`config.mk`:
```
export PLATFORM = sky130hd
export DESIGN_NAME = pdv_coef_regs
export DESIGN_NICKNAME = d
export VERILOG_FILES = /design/src/hw/rtl/pdv_pkg.sv /design/src/hw/rtl/pdv_coef_regs.sv
export SDC_FILE = /design/constraint.sdc
export NUM_CORES = 1
export LEC_CHECK = 0
export BUFFER_PORTS_ARGS = -buffer_cell sky130_fd_sc_hd__buf_2
export CORE_AREA = 2 2 340 342
export CTS_CLUSTER_SIZE = 10
export DETAILED_ROUTE_END_ITERATION = 10
export DIE_AREA = 0 0 342 344
export GPL_ROUTABILITY_DRIVEN = 1
export PLACE_DENSITY = 0.52
export RECOVER_POWER = 50
export REMOVE_ABC_BUFFERS = 1
export SYNTH_ARGS = -nofsm -noshare
export SYNTH_HDL_FRONTEND = slang
export SYNTH_SLANG_ARGS = --single-unit
```
`constraint.sdc`:
```
create_clock -name i_clk -period 18.15 [get_ports i_clk]
set_input_delay 4.5375 -clock i_clk [delete_from_list [all_inputs] [get_ports i_clk]]
set_output_delay 4.5375 -clock i_clk [all_outputs]
set_load 0.02 [all_outputs]
```
`src/hw/rtl/pdv_pkg.sv`:
```
`timescale 1ns / 1ps
`default_nettype none

package pdv_pkg;

    localparam int COEF_REGS      = 8;
    localparam int NUM_COEFFS_DEF = 8;
    localparam int CFG_IDX_W      = 3;
    localparam int DATA_W         = 32;
    localparam int W1_W           = 35;
    localparam int W2_W           = 38;
    localparam int PROD_W         = 64;
    localparam int SUM_W          = 66;
    localparam int Q_FRAC         = 16;

    typedef logic signed [DATA_W-1:0] t_q;
    typedef logic signed [W1_W-1:0]   t_w1;
    typedef logic signed [W2_W-1:0]   t_w2;

    localparam t_q Q_MAX = {1'b0, {(DATA_W-1){1'b1}}};
    localparam t_q Q_MIN = {1'b1, {(DATA_W-1){1'b0}}};

    typedef struct packed {
        logic signed [DATA_W-1:0] f0;
        logic signed [DATA_W-1:0] f1;
        logic signed [DATA_W-1:0] f2;
        logic                     ovf;
    } t_acc;

endpackage

`default_nettype wire

```
`src/hw/rtl/pdv_coef_regs.sv`:
```
`timescale 1ns / 1ps
`default_nettype none

module pdv_coef_regs
    import pdv_pkg::*;
#(
    parameter int NUM_COEFFS = NUM_COEFFS_DEF
) (
    input  wire logic                 i_clk,
    input  wire logic                 i_rst_n,
    input  wire logic                 i_cfg_we,
    input  wire logic [CFG_IDX_W-1:0] i_cfg_index,
    input  wire logic signed [31:0]   i_cfg_data,
    output t_q                        o_w0 [NUM_COEFFS],
    output t_w1                       o_w1 [NUM_COEFFS],
    output t_w2                       o_w2 [NUM_COEFFS]
);

    t_q  r_w0 [NUM_COEFFS];
    t_w1 r_w1 [NUM_COEFFS];
    t_w2 r_w2 [NUM_COEFFS];
    t_w1 n_w1 [NUM_COEFFS];
    t_w2 n_w2 [NUM_COEFFS];

    // Each register also keeps its derivative weights k*c and k*(k-1)*c.
    for (genvar i = 0; i < NUM_COEFFS; i++) begin : g_reg
        localparam t_w1 M1 = W1_W'(i);
        localparam t_w2 M2 = W2_W'(i * (i - 1));

        always_comb begin
            n_w1[i] = W1_W'(i_cfg_data) * M1;
            n_w2[i] = W2_W'(i_cfg_data) * M2;
        end

        always_ff @(posedge i_clk) begin
            if (!i_rst_n) begin
                r_w0[i] <= '0;
                r_w1[i] <= '0;
                r_w2[i] <= '0;
            end else if (i_cfg_we && (i_cfg_index == CFG_IDX_W'(i))) begin
                r_w0[i] <= i_cfg_data;
                r_w1[i] <= n_w1[i];
                r_w2[i] <= n_w2[i];
            end
        end

        assign o_w0[i] = r_w0[i];
        assign o_w1[i] = r_w1[i];
        assign o_w2[i] = r_w2[i];
    end

endmodule

`default_nettype wire

```
======== After elaboration in Yosys (flattened, before gate mapping) ========
Memories as Yosys holds them, arrays and structs flattened.
Cells that the tools add are included.
Widths: inputs -> output; s select.
storage, ports and cells
  register bits after elaboration ......... 0
  latch bits .............................. 0
  RAM bits ................................ 832
  memory bits (read-only) ................. 0
  input port bits ......................... 38
  output and inout bits ................... 840
  word-level logic and storage cells ...... 101
  memories kept ........................... 3
cells by class
  add/subtract/negate cells ............... 0
  $mul .................................... 9
  div/mod/pow operators ................... 0
  magnitude comparators ................... 0
  eq/ne operators ......................... 7
  shift-type cells ........................ 0
  multiplexer cells ....................... 49
  bitwise operators ....................... 24
  reduce and logical (&&, ||, !) cells .... 9
memories
  name  words  width  read ports  clocked after memory_dff  write ports  RTL line             text
  r_w2  8      37     8           0                         8            pdv_coef_regs.sv:21  t_w2 r_w2 [NUM_COEFFS];
  r_w1  8      35     8           0                         8            pdv_coef_regs.sv:20  t_w1 r_w1 [NUM_COEFFS];
  r_w0  8      32     8           0                         8            pdv_coef_regs.sv:19  t_q r_w0 [NUM_COEFFS];
operator list
  cell                   count
  $mux 37                8
  $mux 35                8
  $mux 32                8
  $mul 32x3->35 const B  3
  $mul 32x4->35 const B  2
  $mul 32x5->37 const B  1
  $mul 32x6->37 const B  1
  $mul 32x4->36 const B  1
  $mul 32x3->34 const B  1
  $mux 1                 25
  $or 1x1->1             24
  $eq 3x3->1 const B     4
  $logic_and 1x1->1      8
  $eq 3x2->1 const B     2
  $eq 3x1->1 const B     1
  $logic_not 3->1        1

======== Logic depth before layout (Yosys ltp) ========
  depth in word-level cells ............... 6
  mapped depth ............................ 18

======== Least setup slack after synthesis ========
Ideal clock, no wire load.
  kind .................................... input to register
  start ................................... input i_cfg_index[0]
  end ..................................... memory r_w0[1][64] in the netlist's numbering, enable pin
  library setup time ...................... 697 ps
  arrival time ............................ 11,896 ps
  slack ................................... 5,558 ps
  stages on the path ...................... 3
  path buffers ............................ 1
  cells stage by stage .................... nand2b_1 > clkbuf_1 > o21ai_0
RTL lines
  item         RTL line             text
  from (decl)  pdv_coef_regs.sv:12  input wire logic [CFG_IDX_W-1:0] i_cfg_index,
  to (decl)    pdv_coef_regs.sv:19

==> results.py <==
metrics = {
    "clock_tree": {
        "hold_buffers": 0,
        "clk_pin_slew_worst_paths_ns": 0.05,
        "cts-resized-gates": 0,
        "cts.sinks": 495,
        "root_buffer": "clkbuf_16",
        "postCtsSetupBuffers": 0,
        "cts_tree": "built",
        "cts_buffers": 66,
        "clock_path_buffers": 3,
        "h-tree-depth": 3,
    },
    "logic_synthesis": {
        "synthCells": 3077,
        "ys_top_cells_by_area": "edfxtp_1 (46%), ha_1 (9.6%), buf_4 (8.0%)",
        "synth_top_area_share_pct": 45.83,
        "yosys_most_used_dff": "edfxtp_1",
        "yosys_warnings": 0,
        "yosysTopAreaCell": "edfxtp_1",
        "ys_seq_area_share_pct": 45.83,
        "synth.most_common_cell": "edfxtp_1",
        "synth_edf_count": 495,
        "synthTopCellsByCount": "edfxtp_1 (495), nor2_1 (406), buf_4 (345)",
        "synth_seq_cells": 495,
        "synth_area_um2": 32430,
        "avgSynthCellArea_um2": 10.54,
        "synthArstFlopShare_pct": 0,
        "synth_cell_types": 84,
    },
    "power_and_ir_drop": {
        "irDropWorstVdd_uv": 58.00,
        "total_leakage_power_nw": 14.84,
        "p_per_area_nw_per_um2": 109.5,
    },
    "layout": {
        "area_delta_synth_final_pct": 13.69,
        "fin_area_um2": 36880,
        "num-nets-final": 3965,
        "drive_gt1_share_pct": 5.852,
    },
    "floorplanning": {
        "die_w_um": 342,
        "coreArea_um2": 113900,
        "initial_core_util_pct": 28.48,
        "die_area_um2": 117600,
        "die_h_um": 344,
        "io_pins": 878,
        "num_rows": 124,
    },
    "timing": {
        "rsz0062_at_grt": "no",
        "final.min_clock_period_ns": 9.878,
        "timing_worst_slew_pin_value_ns": 3.150,
        "fmax_mhz": 101.2,
        "timing_hold_violations_final": 0,
        "slew_violations": 321,
        "setup_tns_ns": 0,
        "maxSlewHeadroom_pct": -110.0,
        "setup_viol": 0,
        "finalCritPeriodShare_pct": 54.42,
    },
    "global_route": {
        "grt_pass1_wl_um": 161400,
        "grt_max_degree": 66,
        "grt_pass1_vias": 23330,
        "gr-usage-all-layers_pct": 18.93,
        "overflow": 0,
        "antenna_found_initial": 5,
    },
    "outcome": {
        "violations": "capacitance limit, slew limit",
        "outcome": "complete, but fails checks",
    },
    "setup_path": {
        "crit_path_end_kind": "flip-flop",
        "cp-start-kind": "input pin",
        "worstSetupPathType": "in -> reg",
        "cp.required_ns": 18.38,
        "worst-path-max-fanout": 50,
        "worst_ep_arrival_time_ns": 10.11,
    },
    "drt": {
        "firstDrtPassIters": 5,
        "routed_wl_um": 116400,
        "drt-wirelength-per-cell_um": 22.64,
        "vias_per_cell": 4.659,
        "antenna_left": 0,
        "drc_errors": 0,
        "num_vias": 23940,
        "drt_iter0_markers": 1426,
    },
    "placement": {
        "placed_cell_area_um2": 35830,
        "gp_congestion": 0.8627,
        "io_buffers": 754,
        "post-dp-hpwl_um": 88190,
    },
    "worst_hold_path": {
        "hold_path.class": "in -> reg",
    },
    "run": {
        "cap_viol_max_count": 10,
    },
}
[cells by family (layout without fill, tap and decap cells)]
logic type,after synthesis,after routing,synth area share [%]
fa+ha+maj,339,339,15.16
flops,495,495,45.83
other cells,1,127,0.01156
mux,10,10,0.3472
buf+inv,731,1155,12.49
compound gates,484,484,9.740
xor+xnor,139,139,3.753
simple gates,878,878,12.67
[state kept, by name, summed over array words and instances (netlist names)]
name,cells
r_w0,253
r_w1,134
r_w2,108
[where the power goes]
group / total (W) / internal (W) / leakage [nW] / switching, W
Combinational: 0.00143 / 0.000470 / 9.12 / 0.000961
Clock: 0.00122 / 0.000693 / 0.938 / 0.000525
Sequential: 0.00139 / 0.00134 / 4.78 / 0.0000428
Total: 0.00404 / 0.00251 / 14.8 / 0.00153
[per-layer routing]
layer	global-route usage, %	wire, µm	vias up
met5	0	37	-
met4	4.642	2482	6
met3	3.935	7411	109
met2	33.97	58630	896
met1	23.09	47810	11750
li1	-	-	11190
[path summary, 6_finish.rpt]
kind | from | endpoint | slack [ns] | depth (start not counted)
hold / removal | i_cfg_data[0] | r_w0[0][64] | 4.49 | 2
setup / recovery | i_cfg_index[1] | r_w1[0][138] | 8.27 | 5
[cell type report]
class | instances | area (µm²)
fillers | 11930 | 77000
inverters | 277 | 1040
repair buffers | 775 | 3053
clock buffers | 80 | 1725
clock inverters | 23 | 237.7
multi-input cells | 1973 | 14050
diodes | 4 | 10.01
well taps | 1512 | 1892
flip-flops and latches | 495 | 14860
[layout by cell type, fill, tap and decap left out, types with 7 or more instances in the layout]
master / n
a211oi_1: 18
a21o_1: 94
a21oi_1: 147
a221oi_1: 7
a31oi_1: 15
and2_0: 8
and2_1: 86
and3_1: 12
and4_1: 9
buf_2: 73
buf_4: 14
clkbuf_1: 701
clkbuf_16: 67
clkinv_1: 28
conb_1: 123
edfxtp_1: 495
fa_1: 90
ha_1: 249
inv_1: 254
nand2_1: 103
nand2b_1: 12
nand3_1: 48
nand4_1: 21
nor2_1: 404
nor2b_1: 24
nor3_1: 87
nor4_1: 26
o211ai_1: 14
o21a_1: 15
o21ai_0: 75
o21ai_1: 13
o21bai_1: 20
xnor2_1: 71
xor2_1: 68
[through the flow]
| step | hold slack (ns) | power [W] | setup slack [ns] | instances | util (%) |
|---|---|---|---|---|---|
| after floorplan | 4.724 | 0.002416 | 5.285 | 2745 | - |
| after global placement | 4.981 | 0.002872 | 8.683 | 5032 | 31.46 |
| after detailed placement | 4.981 | 0.002862 | 8.629 | 5032 | 31.46 |
| after CTS | 4.441 | 0.004109 | 9.290 | 5135 | 33.18 |
| after global routing | 4.467 | 0.004265 | 8.044 | 5136 | 32.38 |
| final | 4.493 | 0.004037 | 8.272 | 5139 | 32.38 |
[worst max-delay path: stages]
cell and delay, ns:
buf_2 0.08, clkbuf_1 1.60, nand2_1 0.66, o21ai_0 2.10, buf_4 1.01
Power figures use the tool's default switching activity.
