`src/hw/rtl/pdv_pkg.sv`:
```
`timescale 1ns / 1ps
`default_nettype none

package pdv_pkg;

    localparam int COEF_REGS      = 8;
    localparam int NUM_COEFFS_DEF = 8;
    localparam int CFG_IDX_W      = 3;
    localparam int DATA_W         = 32;
    localparam int W1_W           = 35;
    localparam int W2_W           = 38;
    localparam int PROD_W         = 64;
    localparam int SUM_W          = 66;
    localparam int Q_FRAC         = 16;

    typedef logic signed [DATA_W-1:0] t_q;
    typedef logic signed [W1_W-1:0]   t_w1;
    typedef logic signed [W2_W-1:0]   t_w2;

    localparam t_q Q_MAX = {1'b0, {(DATA_W-1){1'b1}}};
    localparam t_q Q_MIN = {1'b1, {(DATA_W-1){1'b0}}};

    typedef struct packed {
        logic signed [DATA_W-1:0] f0;
        logic signed [DATA_W-1:0] f1;
        logic signed [DATA_W-1:0] f2;
        logic                     ovf;
    } t_acc;

endpackage

`default_nettype wire

```
`src/hw/rtl/pdv_step.sv`:
```
`timescale 1ns / 1ps
`default_nettype none

module pdv_step
    import pdv_pkg::*;
#(
    parameter int K = 0
) (
    input  wire logic  i_clk,
    input  wire logic  i_rst_n,
    input  wire logic  i_valid,
    output logic       o_stall,
    input  wire t_q    i_x,
    input  wire t_acc  i_acc,
    input  wire t_q    i_w0,
    input  wire t_w1   i_w1,
    input  wire t_w2   i_w2,
    output logic       o_valid,
    input  wire logic  i_stall,
    output t_q         o_x,
    output t_acc       o_acc
);

    typedef struct packed {
        logic signed [DATA_W-1:0] val;
        logic                     ovf;
    } t_sat;

    localparam logic ACT1 = (K >= 1);
    localparam logic ACT2 = (K >= 2);
    localparam logic signed [SUM_W-1:0] RND = SUM_W'(1) <<< (Q_FRAC - 1);

    function automatic t_sat sat_q(input logic signed [SUM_W-1:0] s);
        logic [SUM_W-Q_FRAC-DATA_W:0] hi;
        t_sat r;
        hi    = s[SUM_W-1:Q_FRAC+DATA_W-1];
        r.ovf = !((&hi) || !(|hi));
        if (r.ovf) begin
            r.val = s[SUM_W-1] ? Q_MIN : Q_MAX;
        end else begin
            r.val = s[Q_FRAC+DATA_W-1:Q_FRAC];
        end
        return r;
    endfunction

    logic                     r_a_valid;
    t_q                       r_a_x;
    t_acc                     r_a_acc;
    logic signed [PROD_W-1:0] r_a_p0, r_a_p1, r_a_p2;
    logic                     r_b_valid;
    t_q                       r_b_x;
    t_acc                     r_b_acc;

    logic signed [PROD_W-1:0] n_a_p0, n_a_p1, n_a_p2;
    logic signed [SUM_W-1:0]  s0, s1, s2;
    t_sat                     q0, q1, q2;
    t_acc                     n_b_acc;
    logic                     a_move, b_move;

    assign b_move  = !r_b_valid || !i_stall;
    assign a_move  = !r_a_valid || b_move;
    assign o_stall = !a_move;

    always_comb begin
        n_a_p0 = i_acc.f0 * i_x;
        n_a_p1 = i_acc.f1 * i_x;
        n_a_p2 = i_acc.f2 * i_x;
    end

    // The weight sits above the fraction bits, so one sum gives round and add.
    always_comb begin
        s0 = SUM_W'(r_a_p0) + RND + (SUM_W'(i_w0) <<< Q_FRAC);
        s1 = SUM_W'(r_a_p1) + RND + (SUM_W'(i_w1) <<< Q_FRAC);
        s2 = SUM_W'(r_a_p2) + RND + (SUM_W'(i_w2) <<< Q_FRAC);
        q0 = sat_q(s0);
        q1 = sat_q(s1);
        q2 = sat_q(s2);
        n_b_acc.f0  = q0.val;
        n_b_acc.f1  = ACT1 ? q1.val : r_a_acc.f1;
        n_b_acc.f2  = ACT2 ? q2.val : r_a_acc.f2;
        n_b_acc.ovf = r_a_acc.ovf | q0.ovf | (ACT1 & q1.ovf) | (ACT2 & q2.ovf);
    end

    always_ff @(posedge i_clk) begin
        if (!i_rst_n) begin
            r_a_valid <= 1'b0;
            r_b_valid <= 1'b0;
        end else begin
            if (a_move) begin
                r_a_valid <= i_valid;
            end
            if (b_move) begin
                r_b_valid <= r_a_valid;
            end
        end
    end

    always_ff @(posedge i_clk) begin
        if (a_move && i_valid) begin
            r_a_x   <= i_x;
            r_a_acc <= i_acc;
            r_a_p0  <= n_a_p0;
            r_a_p1  <= n_a_p1;
            r_a_p2  <= n_a_p2;
        end
        if (b_move && r_a_valid) begin
            r_b_x   <= r_a_x;
            r_b_acc <= n_b_acc;
        end
    end

    assign o_valid = r_b_valid;
    assign o_x     = r_b_x;
    assign o_acc   = r_b_acc;

endmodule

`default_nettype wire

```
`config.mk`:
```
export PLATFORM = sky130hd
export DESIGN_NAME = pdv_step
export DESIGN_NICKNAME = d
export VERILOG_FILES = /design/src/hw/rtl/pdv_pkg.sv /design/src/hw/rtl/pdv_step.sv
export SDC_FILE = /design/constraint.sdc
export NUM_CORES = 2
export LEC_CHECK = 0
export BUFFER_PORTS_ARGS = -buffer_cell sky130_fd_sc_hd__buf_2
export CORE_MARGIN = 2
export CORE_UTILIZATION = 50
export CTS_BUF_LIST = sky130_fd_sc_hd__clkbuf_2
export CTS_CLUSTER_SIZE = 10
export DETAILED_ROUTE_END_ITERATION = 6
export GPL_TIMING_DRIVEN = 0
export PLACE_DENSITY_LB_ADDON = 0.12
export SLEW_MARGIN = 20
export SYNTH_ARGS = -nofsm -noshare
export SYNTH_HDL_FRONTEND = slang
export SYNTH_SLANG_ARGS = --single-unit
export TNS_END_PERCENT = 50
```
`constraint.sdc`:
```
create_clock -name i_clk -period 30.4 [get_ports i_clk]
set_input_delay 1.52 -clock i_clk [delete_from_list [all_inputs] [get_ports i_clk]]
set_output_delay 1.52 -clock i_clk [all_outputs]
set_load 0.05 [all_outputs]
```
**Yosys cells after proc, flatten, opt, wreduce, memory -nomap -nowiden**

Index checks and enable logic that the tools add are counted.

- Add/subtract/negate cells: 2
- $mul: 1
- Muxes and demuxes: 2
- Bitwise gates (word level): 1
- Reductions and logical operators: 13

Operator list:

| operator | number |
|---|---|
| 65-bit by 48-bit adder with 66-bit output | 1 |
| 64-bit by 17-bit adder with 65-bit output, second input constant | 1 |
| 32-bit by 32-bit multiplier with 64-bit output | 1 |
| 32-bit 2-to-1 mux | 2 |
| 19-bit AND reduction | 1 |
| 19-bit OR reduction | 1 |
| 1-bit zero test | 6 |
| 1-bit logical OR | 3 |
| 1-bit logical AND | 2 |
| 1-bit bitwise OR | 1 |

- Register bits after elaboration: 292
- Input bits: 238
- Output and inout bits: 131

**Depth between registers and ports, before layout**

- Depth in word-level cells: 7
- Mapped depth: 30

**Worst setup path before layout**

OpenSTA, ideal clock, no wires.

- Path kind: in2reg
- From: input port i_stall
- To: register r_b_acc, in the netlist o_acc[0] (enable)
- Arrival time: 10.844 ns
- Data required time: 29.587 ns
- Slack: 18.743 ns
- Cell stages on the path: 1
- Cells stage by stage: a21boi_0

- Word-level cells in the longest chain between the ends: 3

Ends and longest elaborated chain:

| item | line | source |
|---|---|---|
| start: declaration | pdv_step.sv:19 | `input wire logic i_stall,` |
| 1-bit zero test | pdv_step.sv:60 | `assign b_move = !r_b_valid \|\| !i_stall;` |
| 1-bit logical OR | pdv_step.sv:60 |  |
| 1-bit logical AND | pdv_step.sv:106 | `if (b_move && r_a_valid) begin` |
| end signal: assignment | pdv_step.sv:108 | `r_b_acc <= n_b_acc;` |
| end: declaration | pdv_step.sv:52 | `t_acc r_b_acc;` |

Every way passes these cells.
A chain may end at the register's enable or synchronous reset.

**Worst setup path in the final report**

- From: input port i_x[8]
- To: register r_a_p0[57], data pin

- Word-level cells in the longest chain between the ends: 1

Ends and longest elaborated chain:

| item | line | source |
|---|---|---|
| start: declaration | pdv_step.sv:13 | `input wire t_q i_x,` |
| 32-bit by 32-bit multiplier with 64-bit output | pdv_step.sv:65 | `n_a_p0 = i_acc.f0 * i_x;` |
| named net n_a_p0[57] | pdv_step.sv:54 | `logic signed [PROD_W-1:0] n_a_p0, n_a_p1, n_a_p2;` |
| end signal: assignment | pdv_step.sv:102 | `r_a_p0 <= n_a_p0;` |
| end: declaration | pdv_step.sv:49 | `logic signed [PROD_W-1:0] r_a_p0, r_a_p1, r_a_p2;` |

The timed path passes the listed nets, and every way through them passes these cells.

==> results.tsv <==
stage	metric	value	unit
die	Die H	311	µm
grt	initial antenna violation count	24	
yosys	dominant cell type by area after synthesis	fa_1	
grt	GRT Util Overall	0.329	
hold_path	Worst Hold End	o_x[1]	
yosys	Yosys top cell area share	0.461	
hold_path	HP Class	reg -> reg	
sta	Period minus WS final	9.79	ns
route	ANT nets after route	0	
yosys	sequential area share after synthesis	0.177	
grt	GR Overflow Total	0	
worst_setup_path	max incr delay on CP	1.06	ns
clock_tree	TritonCTS buffer count	74	
hold_path	Hold Crit Depth	0	
sta	FMAX	102	MHz
finish	most frequent cells in the layout	fa_1, inv_1, nand2_1	
grt	vias in the first global route	35600	
outcome	outcome	complete, no violations	
clock_tree	CTS tree	done	
worst_setup_path	register-to-register setup slack	25.90	ns
yosys	FFs w/ async S/R, synth	0	
sta	Final period util	0.322	
clock_tree	post_cts resized	0	
yosys	largest cells by area after synthesis	fa_1, edfxtp_1, inv_1	
finish	register area	8300	µm²
placement	Post-Place Cells	6047	
yosys	syn nets	6034	
worst_setup_path	Worst setup EP type	register	
worst_setup_path	reg2reg end	o_acc[94]	
worst_setup_path	CP startpoint kind	input pin	
worst_setup_path	crit path cell chain	buf_2 -> clkbuf_1 -> nand2_1 -> fa_1 -> fa_1 -> fa_1 -> fa_1 -> inv_1 -> fa_1 -> fa_1 -> fa_1 -> fa_1 -> ha_1 -> and4_1 -> and2_1 -> nand2_1 -> a31oi_1 -> o2111ai_1 -> nand2_1 -> a221oi_1 -> o21bai_1 -> a21oi_1 -> o21bai_1 -> xor2_1	
finish	Final #Nets	6417	
route	routed len/inst	25.0	µm
route	WL final	154000	µm
route	initial drt markers	3039	
worst_setup_path	reg-to-reg startpoint	r_a_p0[32]	
job	Max Cap Viol	0	
clock_tree	Root Buffer	clkbuf_2	
hold_path	worst hold start	r_a_x[1]	
clock_tree	Post-CTS Setup Bufs	0	
sta	Slew Viols, Final	0	
worst_setup_path	reg2reg path depth	14	
worst_setup_path	crit path kind	in -> reg	
die	Initial Util	0.504	
yosys	number of synthesized flops with an enable pin	275	
die	die area	96500	µm²
die	Top Ports	369	
clock_tree	Reg clk slew, reported paths	0.10	ns
route	DRC Markers	0	
grt	first-pass GRT wire length	229000	µm
placement	Place WS	19.57	ns
die	core area	93200	µm²
sta	worst setup margin	20.61	ns
clock_tree	Clock Latency Late Sink	1.29	ns
route	Initial DRT Pass Iterations	6	
die	DIE WIDTH	311	µm
worst_setup_path	worst setup path startpoint	i_x[8]	
sta	Setup Skew	0.208	ns
clock_tree	CTS max path bufs	3	
grt	pin count of the biggest net entering global routing	29	
yosys	Main synth FF type	edfxtp_1	
sta	final setup violation count	0	
placement	gpl congestion	0.986	
yosys	Avg Inst Size Synth	10.5	µm²
sta	setup tns final	0	ns
worst_setup_path	CP most frequent cell	fa_1	
clock_tree	Hold Buf Count CTS	0	
finish	share of layout cells above drive strength 1	0.102	
placement	detailed placement HPWL	129000	µm
placement	Buffers on Ports	295	
worst_setup_path	CP max stage cell	fa_1	
clock_tree	Sink Count	277	
sta	relative slew slack	0.169	
worst_setup_path	critical path data required time	31.32	ns
yosys	Synth cell types	83	
worst_setup_path	delay-heaviest family, CP	adder cells	
sta	RSZ-0062 raised after global routing	false	
worst_setup_path	CP Buf/Inv Count	3	
worst_setup_path	critical path fanouts, max	10	
yosys	Seq cells post-synth	277	
yosys	Syn. warnings	0	
finish	Final Core Density	0.547	
clock_tree	H-tree depth	3	
route	via count	33700	
finish	# fillers	8565	
finish	synthesis-to-finish area growth	8.55	%
route	DR vias/cell	5.45	
yosys	cells after synthesis	4486	
sta	Worst-Margin Slew	1.25	ns
yosys	Synth Cell Area	47000	µm²
sta	Final Hold Fails	0	
finish	commonest non-fill, non-tap cell in the layout	fa_1	
finish	area used by multi-input combinational logic	34100	µm²
finish	Layout Cells excl Fill	6181	
worst_setup_path	Data arrival, critical path	10.72	ns
die	std cell rows	112	
sequential cells by signal, summed over array words and instances, names as in the netlist:
signal     count
o_acc         97
n_b_acc       64
r_a_acc        1
r_a_x         32
o_valid        1
o_x           32
r_a_valid      1
r_a_p0        49
logic make-up after synthesis:
logic type	count (synthesis)	share of synthesized area
fa+ha+maj	1310	0.522
simple gates	1271	0.136
buf+inv	1196	0.0976
compound gates	331	0.0497
flops	277	0.177
xor+xnor	101	0.0188
cell usage after synthesis, drive strengths merged, types with 7 or more instances:
master	instances
o21ai	77
o31ai	7
nand4	21
edfxtp	275
o21a	20
fa	1082
nand2	546
nor3	20
o21bai	13
a31oi	11
inv	975
and2	515
a21o	35
nand3	26
xor2	36
nor4	7
or3	8
clkbuf	204
ha	228
nor2	78
nand2b	15
buf	17
a211oi	10
o211ai	7
nor2b	10
xnor2	65
a21oi	104
and3	7
area by class of cell:
type,count,area share
clock inverter,22,0.00260
clock buffer,97,0.00952
sequential,277,0.163
timing repair buffer,307,0.0347
multi-input combinational,3013,0.669
tap,1254,0.0308
buffer,221,0.0182
inverter,975,0.0717
antenna,15,0.000736
layer usage:
| metal | wire length, µm | up-vias | track usage |
|---|---|---|---|
| met5 | 45 | - | 0 |
| met4 | 10900 | 6 | 0.195 |
| met3 | 13200 | 430 | 0.0672 |
| met2 | 72400 | 1571 | 0.524 |
| met1 | 57800 | 17400 | 0.417 |
| li1 | - | 14300 | - |
worst max path at each step:
stage / endpoint / slack, ns / cells after the start
finish: r_a_p0[57] / 20.61 / 24
global route: r_a_p0[57] / 20.32 / 24
CTS: r_a_p0[57] / 20.90 / 24
floorplan: o_acc[0] / 18.74 / 1
detailed placement: r_a_p0[57] / 19.57 / 24
global placement: o_x[25] / 13.53 / 2
through the flow:
step	hold WS, ns	area [µm²]
finish	0.295	51000
global route	0.336	51000
CTS	0.253	51000
detailed placement	0.405	50400
global placement	0.400	50000
floorplan	0.400	47000
Power is left out: the tool's default activity adds up to more than one toggle a clock period on the data nets, which glitch-free logic cannot reach.
